==> config.mk <==
export PLATFORM = sky130hd
export DESIGN_NAME = person_follow_drive_controller_flat
export DESIGN_NICKNAME = d
export VERILOG_FILES = /design/src/rtl/pfdc_pkg.sv /design/src/rtl/pfdc_in_if.sv /design/src/rtl/pfdc_out_if.sv /design/src/rtl/person_follow_drive_controller.sv /design/src/flat_wrapper.sv
export SDC_FILE = /design/constraint.sdc
export NUM_CORES = 1
export LEC_CHECK = 0
export BUFFER_PORTS_ARGS = -buffer_cell sky130_fd_sc_hd__buf_2
export CORE_ASPECT_RATIO = 1.75
export CORE_MARGIN = 1.5
export CORE_UTILIZATION = 43
export DETAILED_ROUTE_END_ITERATION = 7
export PLACE_DENSITY_LB_ADDON = 0.25
export REMOVE_ABC_BUFFERS = 1
export SETUP_SLACK_MARGIN = 0.3
export SYNTH_ARGS = -nofsm -noshare
export SYNTH_HDL_FRONTEND = slang
export SYNTH_SLANG_ARGS = --single-unit
==> constraint.sdc <==
create_clock -name clk_i -period 10.27 [get_ports clk_i]
set_input_delay 2.054 -clock clk_i [delete_from_list [all_inputs] [get_ports clk_i]]
set_output_delay 2.054 -clock clk_i [all_outputs]
set_load 0.05 [all_outputs]
==> src/rtl/pfdc_pkg.sv <==
// Package: shared types, field widths and constants of the person-follow drive controller.
`default_nettype none

package pfdc_pkg;

  localparam int unsigned BearingW = 13;
  localparam int unsigned DistW    = 12;
  localparam int unsigned GainW    = 16;
  localparam int unsigned AngW     = 14;
  localparam int unsigned LinW     = 12;
  localparam int unsigned SteerW   = 32;
  localparam int unsigned ApbAddrW = 4;
  localparam int unsigned ApbDataW = 32;

  typedef logic signed [BearingW-1:0] bearing_t;
  typedef logic        [DistW-1:0]    dist_t;
  typedef logic        [GainW-1:0]    gain_t;
  typedef logic signed [AngW-1:0]     ang_t;
  typedef logic        [LinW-1:0]     lin_t;
  typedef logic signed [SteerW-1:0]   steer_t;

  // Register indexes (byte address = 4 * index)
  typedef enum logic [1:0] {
    REG_NEAR_GAIN   = 2'd0,
    REG_FAR_GAIN    = 2'd1,
    REG_SPEED_LIMIT = 2'd2,
    REG_UNUSED      = 2'd3
  } reg_idx_e;

  localparam gain_t NearGainRst   = 16'd2560;
  localparam gain_t FarGainRst    = 16'd3840;
  localparam lin_t  SpeedLimitRst = 12'd1200;

  localparam dist_t    NearDist     = 12'd120;
  localparam dist_t    DeadbandDist = 12'd90;
  localparam bearing_t DeadbandHi   = 13'sd80;
  localparam bearing_t DeadbandLo   = -13'sd80;
  localparam dist_t    SlowBandLow  = 12'd80;
  localparam dist_t    SlowBandHigh = 12'd150;
  localparam lin_t     SlowCap      = 12'd900;
  localparam ang_t     NearClamp    = 14'sd6400;
  localparam ang_t     FarClamp     = 14'sd8000;

endpackage : pfdc_pkg

`default_nettype wire

==> src/rtl/pfdc_in_if.sv <==
// Interface: input beat channel (bearing sample with distance and mode flags).
`default_nettype none

interface pfdc_in_if import pfdc_pkg::*; ();
  logic     valid;
  logic     ready;
  bearing_t bearing;
  logic     no_target;
  dist_t    distance;
  logic     follow_mode;
  logic     danger_flag;
  logic     obstacle_ahead;
  logic     avoid_enable;

  modport source (
    output valid, bearing, no_target, distance, follow_mode, danger_flag,
           obstacle_ahead, avoid_enable,
    input  ready
  );

  modport sink (
    input  valid, bearing, no_target, distance, follow_mode, danger_flag,
           obstacle_ahead, avoid_enable,
    output ready
  );
endinterface : pfdc_in_if

`default_nettype wire

==> src/rtl/pfdc_out_if.sv <==
// Interface: result beat channel (angular and linear drive pair).
`default_nettype none

interface pfdc_out_if import pfdc_pkg::*; ();
  logic valid;
  logic ready;
  ang_t angular_drive;
  lin_t linear_drive;
  logic obstacle_hold;

  modport source (
    output valid, angular_drive, linear_drive, obstacle_hold,
    input  ready
  );

  modport sink (
    input  valid, angular_drive, linear_drive, obstacle_hold,
    output ready
  );
endinterface : pfdc_out_if

`default_nettype wire

==> src/rtl/person_follow_drive_controller.sv <==
// Top level: person-follow drive controller (steering and speed from a bearing sample).
// A beat passes from the input register to the result register once that one is free.
// Throughput: one beat per cycle while the receiver takes results; one multiply, round,
//   subtract and clamp sit between input and result register; steering term fed back.
// Beats that are not in follow mode or that flag danger produce no result beat.
// Reset (rst_ni low, async): pipeline empty, steering term 0, gains 2560 / 3840,
//   speed limit 1200.
`default_nettype none

module person_follow_drive_controller import pfdc_pkg::*; (
  input  wire logic                clk_i,
  input  wire logic                rst_ni,
  pfdc_in_if.sink                  in_i,
  pfdc_out_if.source               out_o,
  input  wire logic                psel,
  input  wire logic                penable,
  input  wire logic                pwrite,
  input  wire logic [ApbAddrW-1:0] paddr,
  input  wire logic [ApbDataW-1:0] pwdata,
  output logic      [ApbDataW-1:0] prdata,
  output logic                     pready
);

  // ---------------------------------------------------------------------------
  // Configuration registers (APB, zero wait state)
  // ---------------------------------------------------------------------------
  gain_t    near_gain_q, far_gain_q;
  lin_t     speed_limit_q;
  reg_idx_e reg_idx;
  logic     cfg_wr;

  assign pready  = 1'b1;
  assign reg_idx = reg_idx_e'(paddr[3:2]);
  assign cfg_wr  = psel && penable && pwrite;

  always_ff @(posedge clk_i or negedge rst_ni) begin
    if (!rst_ni) begin
      near_gain_q   <= NearGainRst;
      far_gain_q    <= FarGainRst;
      speed_limit_q <= SpeedLimitRst;
    end else if (cfg_wr) begin
      unique case (reg_idx)
        REG_NEAR_GAIN:   near_gain_q   <= pwdata[GainW-1:0];
        REG_FAR_GAIN:    far_gain_q    <= pwdata[GainW-1:0];
        REG_SPEED_LIMIT: speed_limit_q <= pwdata[LinW-1:0];
        default: ;
      endcase
    end
  end

  always_comb begin
    unique case (reg_idx)
      REG_NEAR_GAIN:   prdata = {{(ApbDataW-GainW){1'b0}}, near_gain_q};
      REG_FAR_GAIN:    prdata = {{(ApbDataW-GainW){1'b0}}, far_gain_q};
      REG_SPEED_LIMIT: prdata = {{(ApbDataW-LinW){1'b0}}, speed_limit_q};
      default:         prdata = '0;
    endcase
  end

  // ---------------------------------------------------------------------------
  // Input register. It advances whenever the result register is free or
  // drained this cycle, so an item can enter every cycle.
  // ---------------------------------------------------------------------------
  logic     s1_valid_q;
  bearing_t s1_bearing_q;
  logic     s1_no_target_q;
  dist_t    s1_dist_q;
  logic     s1_follow_q, s1_danger_q, s1_obstacle_q, s1_avoid_q;

  logic out_valid_q;
  logic s1_adv;
  logic in_acc;

  assign s1_adv     = s1_valid_q && (!out_valid_q || out_o.ready);
  assign in_i.ready = !s1_valid_q || s1_adv;
  assign in_acc     = in_i.valid && in_i.ready;

  always_ff @(posedge clk_i or negedge rst_ni) begin
    if (!rst_ni) begin
      s1_valid_q <= 1'b0;
    end else if (in_acc) begin
      s1_valid_q <= 1'b1;
    end else if (s1_adv) begin
      s1_valid_q <= 1'b0;
    end
  end

  always_ff @(posedge clk_i) begin
    if (in_acc) begin
      s1_bearing_q   <= in_i.bearing;
      s1_no_target_q <= in_i.no_target;
      s1_dist_q      <= in_i.distance;
      s1_follow_q    <= in_i.follow_mode;
      s1_danger_q    <= in_i.danger_flag;
      s1_obstacle_q  <= in_i.obstacle_ahead;
      s1_avoid_q     <= in_i.avoid_enable;
    end
  end

  // ---------------------------------------------------------------------------
  // Drive computation
  // ---------------------------------------------------------------------------
  steer_t steer_q, steer_d;

  logic emits;        // item produces a result beat
  logic deadband;     // near and nearly straight ahead: no steering, no motion
  logic steer_upd;    // steering term is recomputed and stored
  logic is_near;

  assign emits    = s1_follow_q && !s1_danger_q;
  assign deadband = (s1_bearing_q > DeadbandLo) && (s1_bearing_q < DeadbandHi) &&
                    (s1_dist_q < DeadbandDist);
  assign is_near  = s1_dist_q < NearDist;
  assign steer_upd = emits && !s1_no_target_q && !deadband;

  // gain (unsigned Q8.8) * bearing, round half up to Q.4 by floor((p + 128) / 256)
  logic signed [GainW:0]                gain_s;
  logic signed [GainW+BearingW:0]       prod;
  logic signed [GainW+BearingW:0]       prod_r;
  logic signed [GainW+BearingW-8:0]     rnd;
  steer_t                               half_sum;
  logic signed [SteerW-2:0]             half;
  logic signed [SteerW+1:0]             diff;
  steer_t                               sat;

  assign gain_s = $signed({1'b0, (is_near ? near_gain_q : far_gain_q)});
  assign prod   = gain_s * s1_bearing_q;
  assign prod_r = prod + (GainW+BearingW+1)'(128);
  assign rnd    = prod_r[GainW+BearingW:8];

  // half of the old term, truncated toward zero
  assign half_sum = steer_q + steer_t'({{(SteerW-1){1'b0}}, steer_q[SteerW-1]});
  assign half     = half_sum[SteerW-1:1];

  assign diff = (SteerW+2)'(rnd) - (SteerW+2)'(half);

  // saturate to the 32-bit term
  always_comb begin
    if (diff[SteerW+1:SteerW-1] == 3'b000 || diff[SteerW+1:SteerW-1] == 3'b111) begin
      sat = diff[SteerW-1:0];
    end else if (diff[SteerW+1]) begin
      sat = {1'b1, {(SteerW-1){1'b0}}};
    end else begin
      sat = {1'b0, {(SteerW-1){1'b1}}};
    end
  end

  // command clamp: +-400 deg near, +-500 deg far
  logic signed [SteerW-1:0] lim_s;
  ang_t                     ang_clamped;

  assign lim_s = SteerW'(is_near ? NearClamp : FarClamp);

  always_comb begin
    if (sat > lim_s) begin
      ang_clamped = lim_s[AngW-1:0];
    end else if (sat < -lim_s) begin
      ang_clamped = ang_t'(-lim_s);
    end else begin
      ang_clamped = sat[AngW-1:0];
    end
  end

  // linear drive bands
  logic [DistW+2:0] lin_mid;   // 5 * d
  logic [DistW+3:0] lin_far;   // 10 * d
  lin_t             lin_band;

  assign lin_mid = {1'b0, s1_dist_q, 2'b00} + {3'b000, s1_dist_q};
  assign lin_far = {1'b0, s1_dist_q, 3'b000} + {3'b000, s1_dist_q, 1'b0};

  always_comb begin
    priority if (s1_dist_q > SlowBandHigh) begin
      lin_band = (lin_far > {4'b0000, speed_limit_q}) ? speed_limit_q : lin_far[LinW-1:0];
    end else if (s1_dist_q > SlowBandLow) begin
      lin_band = (lin_mid > {3'b000, SlowCap}) ? SlowCap : lin_mid[LinW-1:0];
    end else begin
      lin_band = '0;
    end
  end

  // result fields
  ang_t ang_d;
  lin_t lin_d;
  logic hold_d;

  always_comb begin
    ang_d  = '0;
    lin_d  = '0;
    hold_d = 1'b0;
    if (!s1_no_target_q) begin
      if (!deadband) begin
        ang_d = ang_clamped;
        lin_d = lin_band;
      end
      if (s1_obstacle_q && s1_avoid_q) begin
        lin_d  = '0;
        hold_d = 1'b1;
      end
    end
  end

  assign steer_d = (s1_adv && steer_upd) ? sat : steer_q;

  always_ff @(posedge clk_i or negedge rst_ni) begin
    if (!rst_ni) begin
      steer_q <= '0;
    end else begin
      steer_q <= steer_d;
    end
  end

  // ---------------------------------------------------------------------------
  // Result register
  // ---------------------------------------------------------------------------
  ang_t out_ang_q;
  lin_t out_lin_q;
  logic out_hold_q;

  always_ff @(posedge clk_i or negedge rst_ni) begin
    if (!rst_ni) begin
      out_valid_q <= 1'b0;
    end else if (s1_adv) begin
      out_valid_q <= emits;
    end else if (out_o.ready) begin
      out_valid_q <= 1'b0;
    end
  end

  always_ff @(posedge clk_i) begin
    if (s1_adv && emits) begin
      out_ang_q  <= ang_d;
      out_lin_q  <= lin_d;
      out_hold_q <= hold_d;
    end
  end

  assign out_o.valid         = out_valid_q;
  assign out_o.angular_drive = out_ang_q;
  assign out_o.linear_drive  = out_lin_q;
  assign out_o.obstacle_hold = out_hold_q;

  // ---------------------------------------------------------------------------
  // Assertions
  // ---------------------------------------------------------------------------
  a_ang_range: assert property (@(posedge clk_i) disable iff (!rst_ni)
    out_valid_q |-> (out_ang_q <= FarClamp) && (out_ang_q >= -FarClamp))
    else $error("angular drive beyond clamp");

  a_hold_stops: assert property (@(posedge clk_i) disable iff (!rst_ni)
    (out_valid_q && out_hold_q) |-> (out_lin_q == '0))
    else $error("obstacle hold with nonzero linear drive");

  a_steer_only_on_adv: assert property (@(posedge clk_i) disable iff (!rst_ni)
    !(s1_adv && steer_upd) |=> $stable(steer_q))
    else $error("steering term changed without a steering item");

  a_no_overwrite: assert property (@(posedge clk_i) disable iff (!rst_ni)
    (out_valid_q && !out_o.ready) |-> !s1_adv)
    else $error("result register overwritten while stalled");

endmodule : person_follow_drive_controller

`default_nettype wire

==> src/flat_wrapper.sv <==
// flat-port wrapper written by rule: the top's interface ports become plain ports
module person_follow_drive_controller_flat import pfdc_pkg::*;
  (clk_i, rst_ni, psel, penable, pwrite, paddr, pwdata, prdata, pready, in_i_valid, in_i_bearing, in_i_no_target, in_i_distance, in_i_follow_mode, in_i_danger_flag, in_i_obstacle_ahead, in_i_avoid_enable, in_i_ready, out_o_valid, out_o_angular_drive, out_o_linear_drive, out_o_obstacle_hold, out_o_ready);
  pfdc_in_if in_i_i ();
  pfdc_out_if out_o_i ();
  input  wire logic clk_i;
  input  wire logic rst_ni;
  input  wire logic psel;
  input  wire logic penable;
  input  wire logic pwrite;
  input  wire logic [ApbAddrW-1:0] paddr;
  input  wire logic [ApbDataW-1:0] pwdata;
  output logic      [ApbDataW-1:0] prdata;
  output logic pready;
  input wire logic [$bits(in_i_i.valid)-1:0] in_i_valid;
  input wire logic [$bits(in_i_i.bearing)-1:0] in_i_bearing;
  input wire logic [$bits(in_i_i.no_target)-1:0] in_i_no_target;
  input wire logic [$bits(in_i_i.distance)-1:0] in_i_distance;
  input wire logic [$bits(in_i_i.follow_mode)-1:0] in_i_follow_mode;
  input wire logic [$bits(in_i_i.danger_flag)-1:0] in_i_danger_flag;
  input wire logic [$bits(in_i_i.obstacle_ahead)-1:0] in_i_obstacle_ahead;
  input wire logic [$bits(in_i_i.avoid_enable)-1:0] in_i_avoid_enable;
  output wire logic [$bits(in_i_i.ready)-1:0] in_i_ready;
  output wire logic [$bits(out_o_i.valid)-1:0] out_o_valid;
  output wire logic [$bits(out_o_i.angular_drive)-1:0] out_o_angular_drive;
  output wire logic [$bits(out_o_i.linear_drive)-1:0] out_o_linear_drive;
  output wire logic [$bits(out_o_i.obstacle_hold)-1:0] out_o_obstacle_hold;
  input wire logic [$bits(out_o_i.ready)-1:0] out_o_ready;
  assign in_i_i.valid = in_i_valid;
  assign in_i_i.bearing = in_i_bearing;
  assign in_i_i.no_target = in_i_no_target;
  assign in_i_i.distance = in_i_distance;
  assign in_i_i.follow_mode = in_i_follow_mode;
  assign in_i_i.danger_flag = in_i_danger_flag;
  assign in_i_i.obstacle_ahead = in_i_obstacle_ahead;
  assign in_i_i.avoid_enable = in_i_avoid_enable;
  assign in_i_ready = in_i_i.ready;
  assign out_o_valid = out_o_i.valid;
  assign out_o_angular_drive = out_o_i.angular_drive;
  assign out_o_linear_drive = out_o_i.linear_drive;
  assign out_o_obstacle_hold = out_o_i.obstacle_hold;
  assign out_o_i.ready = out_o_ready;
  person_follow_drive_controller u_core (.clk_i(clk_i), .rst_ni(rst_ni), .in_i(in_i_i), .out_o(out_o_i), .psel(psel), .penable(penable), .pwrite(pwrite), .paddr(paddr), .pwdata(pwdata), .prdata(prdata), .pready(pready));
endmodule
==> Yosys cells after proc, flatten, opt, wreduce, memory -nomap -nowiden <==
Cells that the tools add are included.
{ "totals": {"register_bits": 135, "in_bits": 73, "wordCells": 81} }
{ "op_classes": {"add_sub_neg": 6, "multipliers": 1, "order_cmp": 10, "n_eq_ne": 3, "n_mux": 16, "n_reduce_logical": 29} }
{ "ops": {"columns": ["op", "n"], "rows": [
  ["two-way mux 32 bit", 2],
  ["two-way mux 12 bit", 4],
  ["case mux 16 bit (3 select lines)", 1],
  ["adder 32 x 2 -> 32 bit", 1],
  ["> comparator 32 bit", 1],
  ["< comparator 32 bit", 1],
  ["negator 32 bit", 1],
  ["subtractor 22 x 31 -> 32 bit", 1],
  ["adder 30 x 9 -> 30 bit, second input constant", 1],
  ["multiplier 17 x 13 -> 30 bit", 1],
  ["two-way mux 14 bit", 2],
  ["< comparator 12 x 7 -> 1 bit, second input constant", 2],
  ["adder 15 x 13 -> 16 bit", 1],
  ["> comparator 16 x 12 -> 1 bit", 1],
  ["two-way mux 16 bit", 1],
  ["adder 14 x 12 -> 15 bit", 1],
  ["> comparator 15 x 10 -> 1 bit, second input constant", 1],
  ["> comparator 13 x 8 -> 1 bit, second input constant", 1],
  ["< comparator 13 x 8 -> 1 bit, second input constant", 1],
  ["> comparator 12 x 7 -> 1 bit, second input constant", 1],
  ["> comparator 12 x 8 -> 1 bit, second input constant", 1],
  ["logical AND 1 bit", 12],
  ["two-way mux 11 bit", 1],
  ["AND reduction 2 bit", 3],
  ["11 further kinds", 22]
]} }

==> Depth between registers and ports, before layout <==
{ "depth": {"ltp_word": 11, "depth_mapped": 48, "mapped_depth_nobuf": 45} }

==> Least setup slack after synthesis <==
OpenSTA, ideal clock, no wires.
{ "synth_timing": {"path_kind": "register to register", "from": "reg u_core.s1_dist_q[10]", "to": "reg u_core.out_ang_q[10] (netlist: u_core.out_o.angular_drive[10]) (data pin)", "setup_time_ps": 255, "t_arrival_ps": 10993, "required_ps": 10015, "setup_slack_ps": -978, "path_stages_with_launch": 44, "n_path_buf": 3, "synth_period_minus_slack_ps": 11248, "cell_sequence": "edfxtp_1 or4_4 nor3b_4 clkinv_1 clkbuf_1 nand2_1 nand2_1 clkbuf_1 and2_1 fa_1 inv_1 fa_1 inv_1 fa_1 fa_1 fa_1 fa_1 ha_1 (+8 left out) a21oi_1 nor2b_1 nor2_1 xnor2_1 ha_1 inv_1 nor3_1 a21o_1 or4_1 a2111oi_0 o2111ai_1 nor4bb_1 nand4_1 or4_1 o41ai_2 buf_4 o21ai_1 a31o_1"} }
{ "synth_via": {"elab_chain_cells": 11} }
{ "synth_rtl": {"columns": ["item", "line", "rtl"], "rows": [
  ["start: declaration", "person_follow_drive_controller.sv:67", "dist_t s1_dist_q;"],
  ["start signal: assignment", "person_follow_drive_controller.sv:92", "s1_dist_q <= in_i.distance;"],
  ["< comparator 12 x 7 -> 1 bit", "person_follow_drive_controller.sv:113", "assign is_near = s1_dist_q < NearDist;"],
  ["two-way mux 16 bit", "person_follow_drive_controller.sv:126", "assign gain_s = $signed({1'b0, (is_near ? near_gain_q : far_gain_q)});"],
  ["multiplier 17 x 13 -> 30 bit", "person_follow_drive_controller.sv:127", "assign prod = gain_s * s1_bearing_q;"],
  ["adder 30 x 9 -> 30 bit", "person_follow_drive_controller.sv:128", "assign prod_r = prod + (GainW+BearingW+1)'(128);"],
  ["subtractor 22 x 31 -> 32 bit", "person_follow_drive_controller.sv:135", "assign diff = (SteerW+2)'(rnd) - (SteerW+2)'(half);"],
  ["equality test 3 bit or zero test 3 bit (tied branches)", "person_follow_drive_controller.sv:139", "if (diff[SteerW+1:SteerW-1] == 3'b000 || diff[SteerW+1:SteerW-1] == 3'b111) begin"],
  ["logical OR 1 bit", "person_follow_drive_controller.sv:139", null],
  ["two-way mux 32 bit", "person_follow_drive_controller.sv:139", null],
  ["< comparator 32 bit", "person_follow_drive_controller.sv:157", "end else if (sat < -lim_s) begin"],
  ["two-way mux 14 bit", "person_follow_drive_controller.sv:157", null],
  ["two-way mux 14 bit", "person_follow_drive_controller.sv:155", "if (sat > lim_s) begin"],
  ["end signal: assignment", "person_follow_drive_controller.sv:232", "out_ang_q <= ang_d;"],
  ["end: declaration", "person_follow_drive_controller.sv:216", "ang_t out_ang_q;"]
]} }
Several ways; a longest one is shown, not always the timed one.
A chain may end at the register's enable or synchronous reset.

==> Worst setup path after layout <==
{ "layout_timing": {"from": "reg u_core.s1_dist_q[8]", "to": "reg u_core.out_ang_q[3] (netlist: u_core.out_o.angular_drive[3]) (data pin)"} }
The elaborated chain is that of the path after synthesis.

==> results.toml <==
[job]
cap_violations = 0

[route]
dr_total_vias = 13500
ant_nets = 0
drt-vias-per-instance = 5.31
route.detailed.drc = 0
drt_iter0_markers = 473
wl_per_cell_um = 17.3
routed_wirelength_um = 43800
dr.pass1.iters = 7

[synth]
synth-simple-area-share_pct = 17.9
yosysSeqAreaShare_pct = 23.0
yosysMostFrequentCell = "nand2_1"
yosys_warnings = 0
synth_top_family_by_area = "adder cells"
synth_commonest_cells = "nand2_1 (229), inv_1 (190), fa_1 (156)"
synth_area_um2 = 16000
ys_async_sr_fraction_pct = 57.8
synth_compound_area_share_pct = 10.8
yosys.area.top_type = "fa_1"
synth_xor_xnor_area_share_pct = 4.49
netlist.area_leader.share_pct = 19.6
ys_types = 89
yosys_register_bits = 135
postSynthAreaPerCell_um2 = 9.37
synthMuxAreaShare_pct = 5.58
synth_edf_count = 57
ys.flop_type = "dfrtp_1"
synthAdderAreaFrac_pct = 31.3
yosys-top-cells-area = "fa_1 (20%), ha_1 (12%), edfxtp_1 (11%)"
synthCells = 1704

[cts]
numCtsBuffers = 17
cts_tree = "done"
clock_latency_ns = 0.44
root_buffer = "clkbuf_16"
clock_sinks = 135
cts_hold_buf = 0
clkTransAtPathRegs_ns = 0.07
clockBufferDepth = 2
htree_levels = 4

[status]
violations = "setup timing"
outcome = "finished, violations left"

[placement]
placed_area_um2 = 18600
place_hpwl_um = 34700
dp.cells = 2459
port-buffer-count = 99
gp_congestion = 0.865
dpl_worst_slack_ns = -1.41

[sta]
min_period_ns = 10.97
relSlewSlack_pct = 23.6
fmax_mhz = 91.1
finalMaxSlewViolations = 0
tightest_slew_ns = 1.14
worst_slack_ns = -0.701
rsz0062_at_grt = "true"
fin_crit_sh_pct = 107
fin_setup_tns_ns = -9.37
fin_worst_skew_ns = 0.0106
hold_violations = 0
final-setup-viol-count = 14

[finish]
fin_area_um2 = 20400
n_antenna_cell = 0
area.growth.synth_to_final_pct = 27.8
fin_nets = 2427
drive_above_1_share_pct = 30.8
layout.cells.non_filler = 2536

[global_routing]
grt_pass1_wl_um = 72900
grt_max_degree = 79
antenna_found_initial = 0
grt_overflow = 0
track_usage_pct = 24.0
first_global_vias = 14900

[worst_setup_path]
path_class = "register to register"
reg2reg_depth = 47
critPathCaptureType = "register"
cpLargestDelayFamily = "adder cells"
cp-start-kind = "register"
path_buf_inv = 13
cp_max_fo = 8
arrival_ns = 11.27
cp.depth = 47
cpMaxStageDelayCell = "or4_4"
cp.required_ns = 10.57
critPathMaxStageDelay_ns = 0.56

[floorplan]
die_area_um2 = 38300
fp-row-count = 93
die_y_um = 258
die_w_um = 149
fp.coreArea_um2 = 36700
start_util_pct = 43.6
pin_count = 135

[min_path]
hold_path_depth = 2
hold_path.class = "register to register"
==> sequential cells by signal, indices dropped and copies added (netlist names) <==
register / count
u_core.s1_bearing_q: 13
u_core.out_o.linear_drive: 12
u_core.far_gain_q: 16
u_core.near_gain_q: 16
u_core.s1_no_target_q: 1
u_core.s1_dist_q: 12
u_core.s1_obstacle_q: 1
u_core.s1_valid_q: 1
u_core.s1_danger_q: 1
u_core.speed_limit_q: 12
u_core.s1_avoid_q: 1
u_core.s1_follow_q: 1
u_core.out_o.angular_drive: 14
u_core.steer_q: 32
u_core.out_o.obstacle_hold: 1
u_core.out_o.valid: 1
==> area by class of cell <==
| cell class | instances | area (um2) |
|---|---|---|
| clock inverters | 13 | 168 |
| inverters | 192 | 722 |
| fillers | 3275 | 16200 |
| multi-input cells | 1314 | 12000 |
| clock buffers | 19 | 433 |
| flip-flops and latches | 135 | 3680 |
| well taps | 475 | 594 |
| repair buffers | 388 | 2790 |
==> cells in the final DEF, fill, tap and decap left out, types with 22 or more instances in the layout <==
cell type,n
buf_4,263
nand2_1,203
inv_1,185
fa_1,148
ha_1,138
buf_2,99
and2_1,97
nor2_1,84
dfrtp_1,68
edfxtp_1,57
o21ai_0,51
mux2_2,51
xnor2_1,41
a21oi_1,36
xor2_1,31
mux2i_1,29
nand3_1,22
a21o_1,22
buf_6,22
==> metrics by stage <==
step	hold WS (ns)	util, %
finish	0.516	55.7
global route	0.552	55.7
CTS	0.513	54.6
detailed placement	0.499	50.7
global placement	0.479	50.7
floorplan	0.464	-
==> worst paths after layout <==
kind | to | slack (ns) | start
min | u_core.steer_q[0] | 0.52 | u_core.steer_q[0]
min reg2reg | u_core.steer_q[0] | 0.52 | u_core.steer_q[0]
max | u_core.out_o.angular_drive[3] | -0.70 | u_core.s1_dist_q[8]
max in group asynchronous | u_core.steer_q[29] | 7.80 | rst_ni
min in group asynchronous | u_core.near_gain_q[8] | 1.81 | rst_ni
max reg2reg | u_core.out_o.angular_drive[3] | -0.70 | u_core.s1_dist_q[8]
==> logic make-up (layout without fill, tap and decap cells) <==
kind of cell    Yosys count  in the layout
compound gates          253            253
xor+xnor                 81             81
fa+ha+maj               306            306
buf+inv                 270            612
flops                   135            135
mux                      82             82
other cells               2             17
simple gates            575            575
==> timing repair <==
action | CTS | global route
setup endpoints to repair | 25 | 22
setup buffers | 26 | 17
gates resized for setup | 149 | 58
gates cloned | 2 | 0
pin swaps | 98 | 43
==> tightest hold or removal path: cells and delay by family, from the launching register on <==
| kind | cells | cell delay (ns) |
|---|---|---|
| simple gates | 1 | 0.06 |
| flops | 1 | 0.36 |
| compound gates | 1 | 0.06 |
==> metal layers <==
layer | up-vias | wire, um | track usage (%)
met4 | 0 | 1980 | 11.5
met2 | 258 | 24600 | 46.4
met1 | 6729 | 16000 | 25.6
met3 | 96 | 1230 | 2.40
li1 | 6373 | - | -
met5 | - | 0 | 0
Power is left out: the tool's default activity adds up to more than one toggle a clock period on the data nets, which glitch-free logic cannot reach.
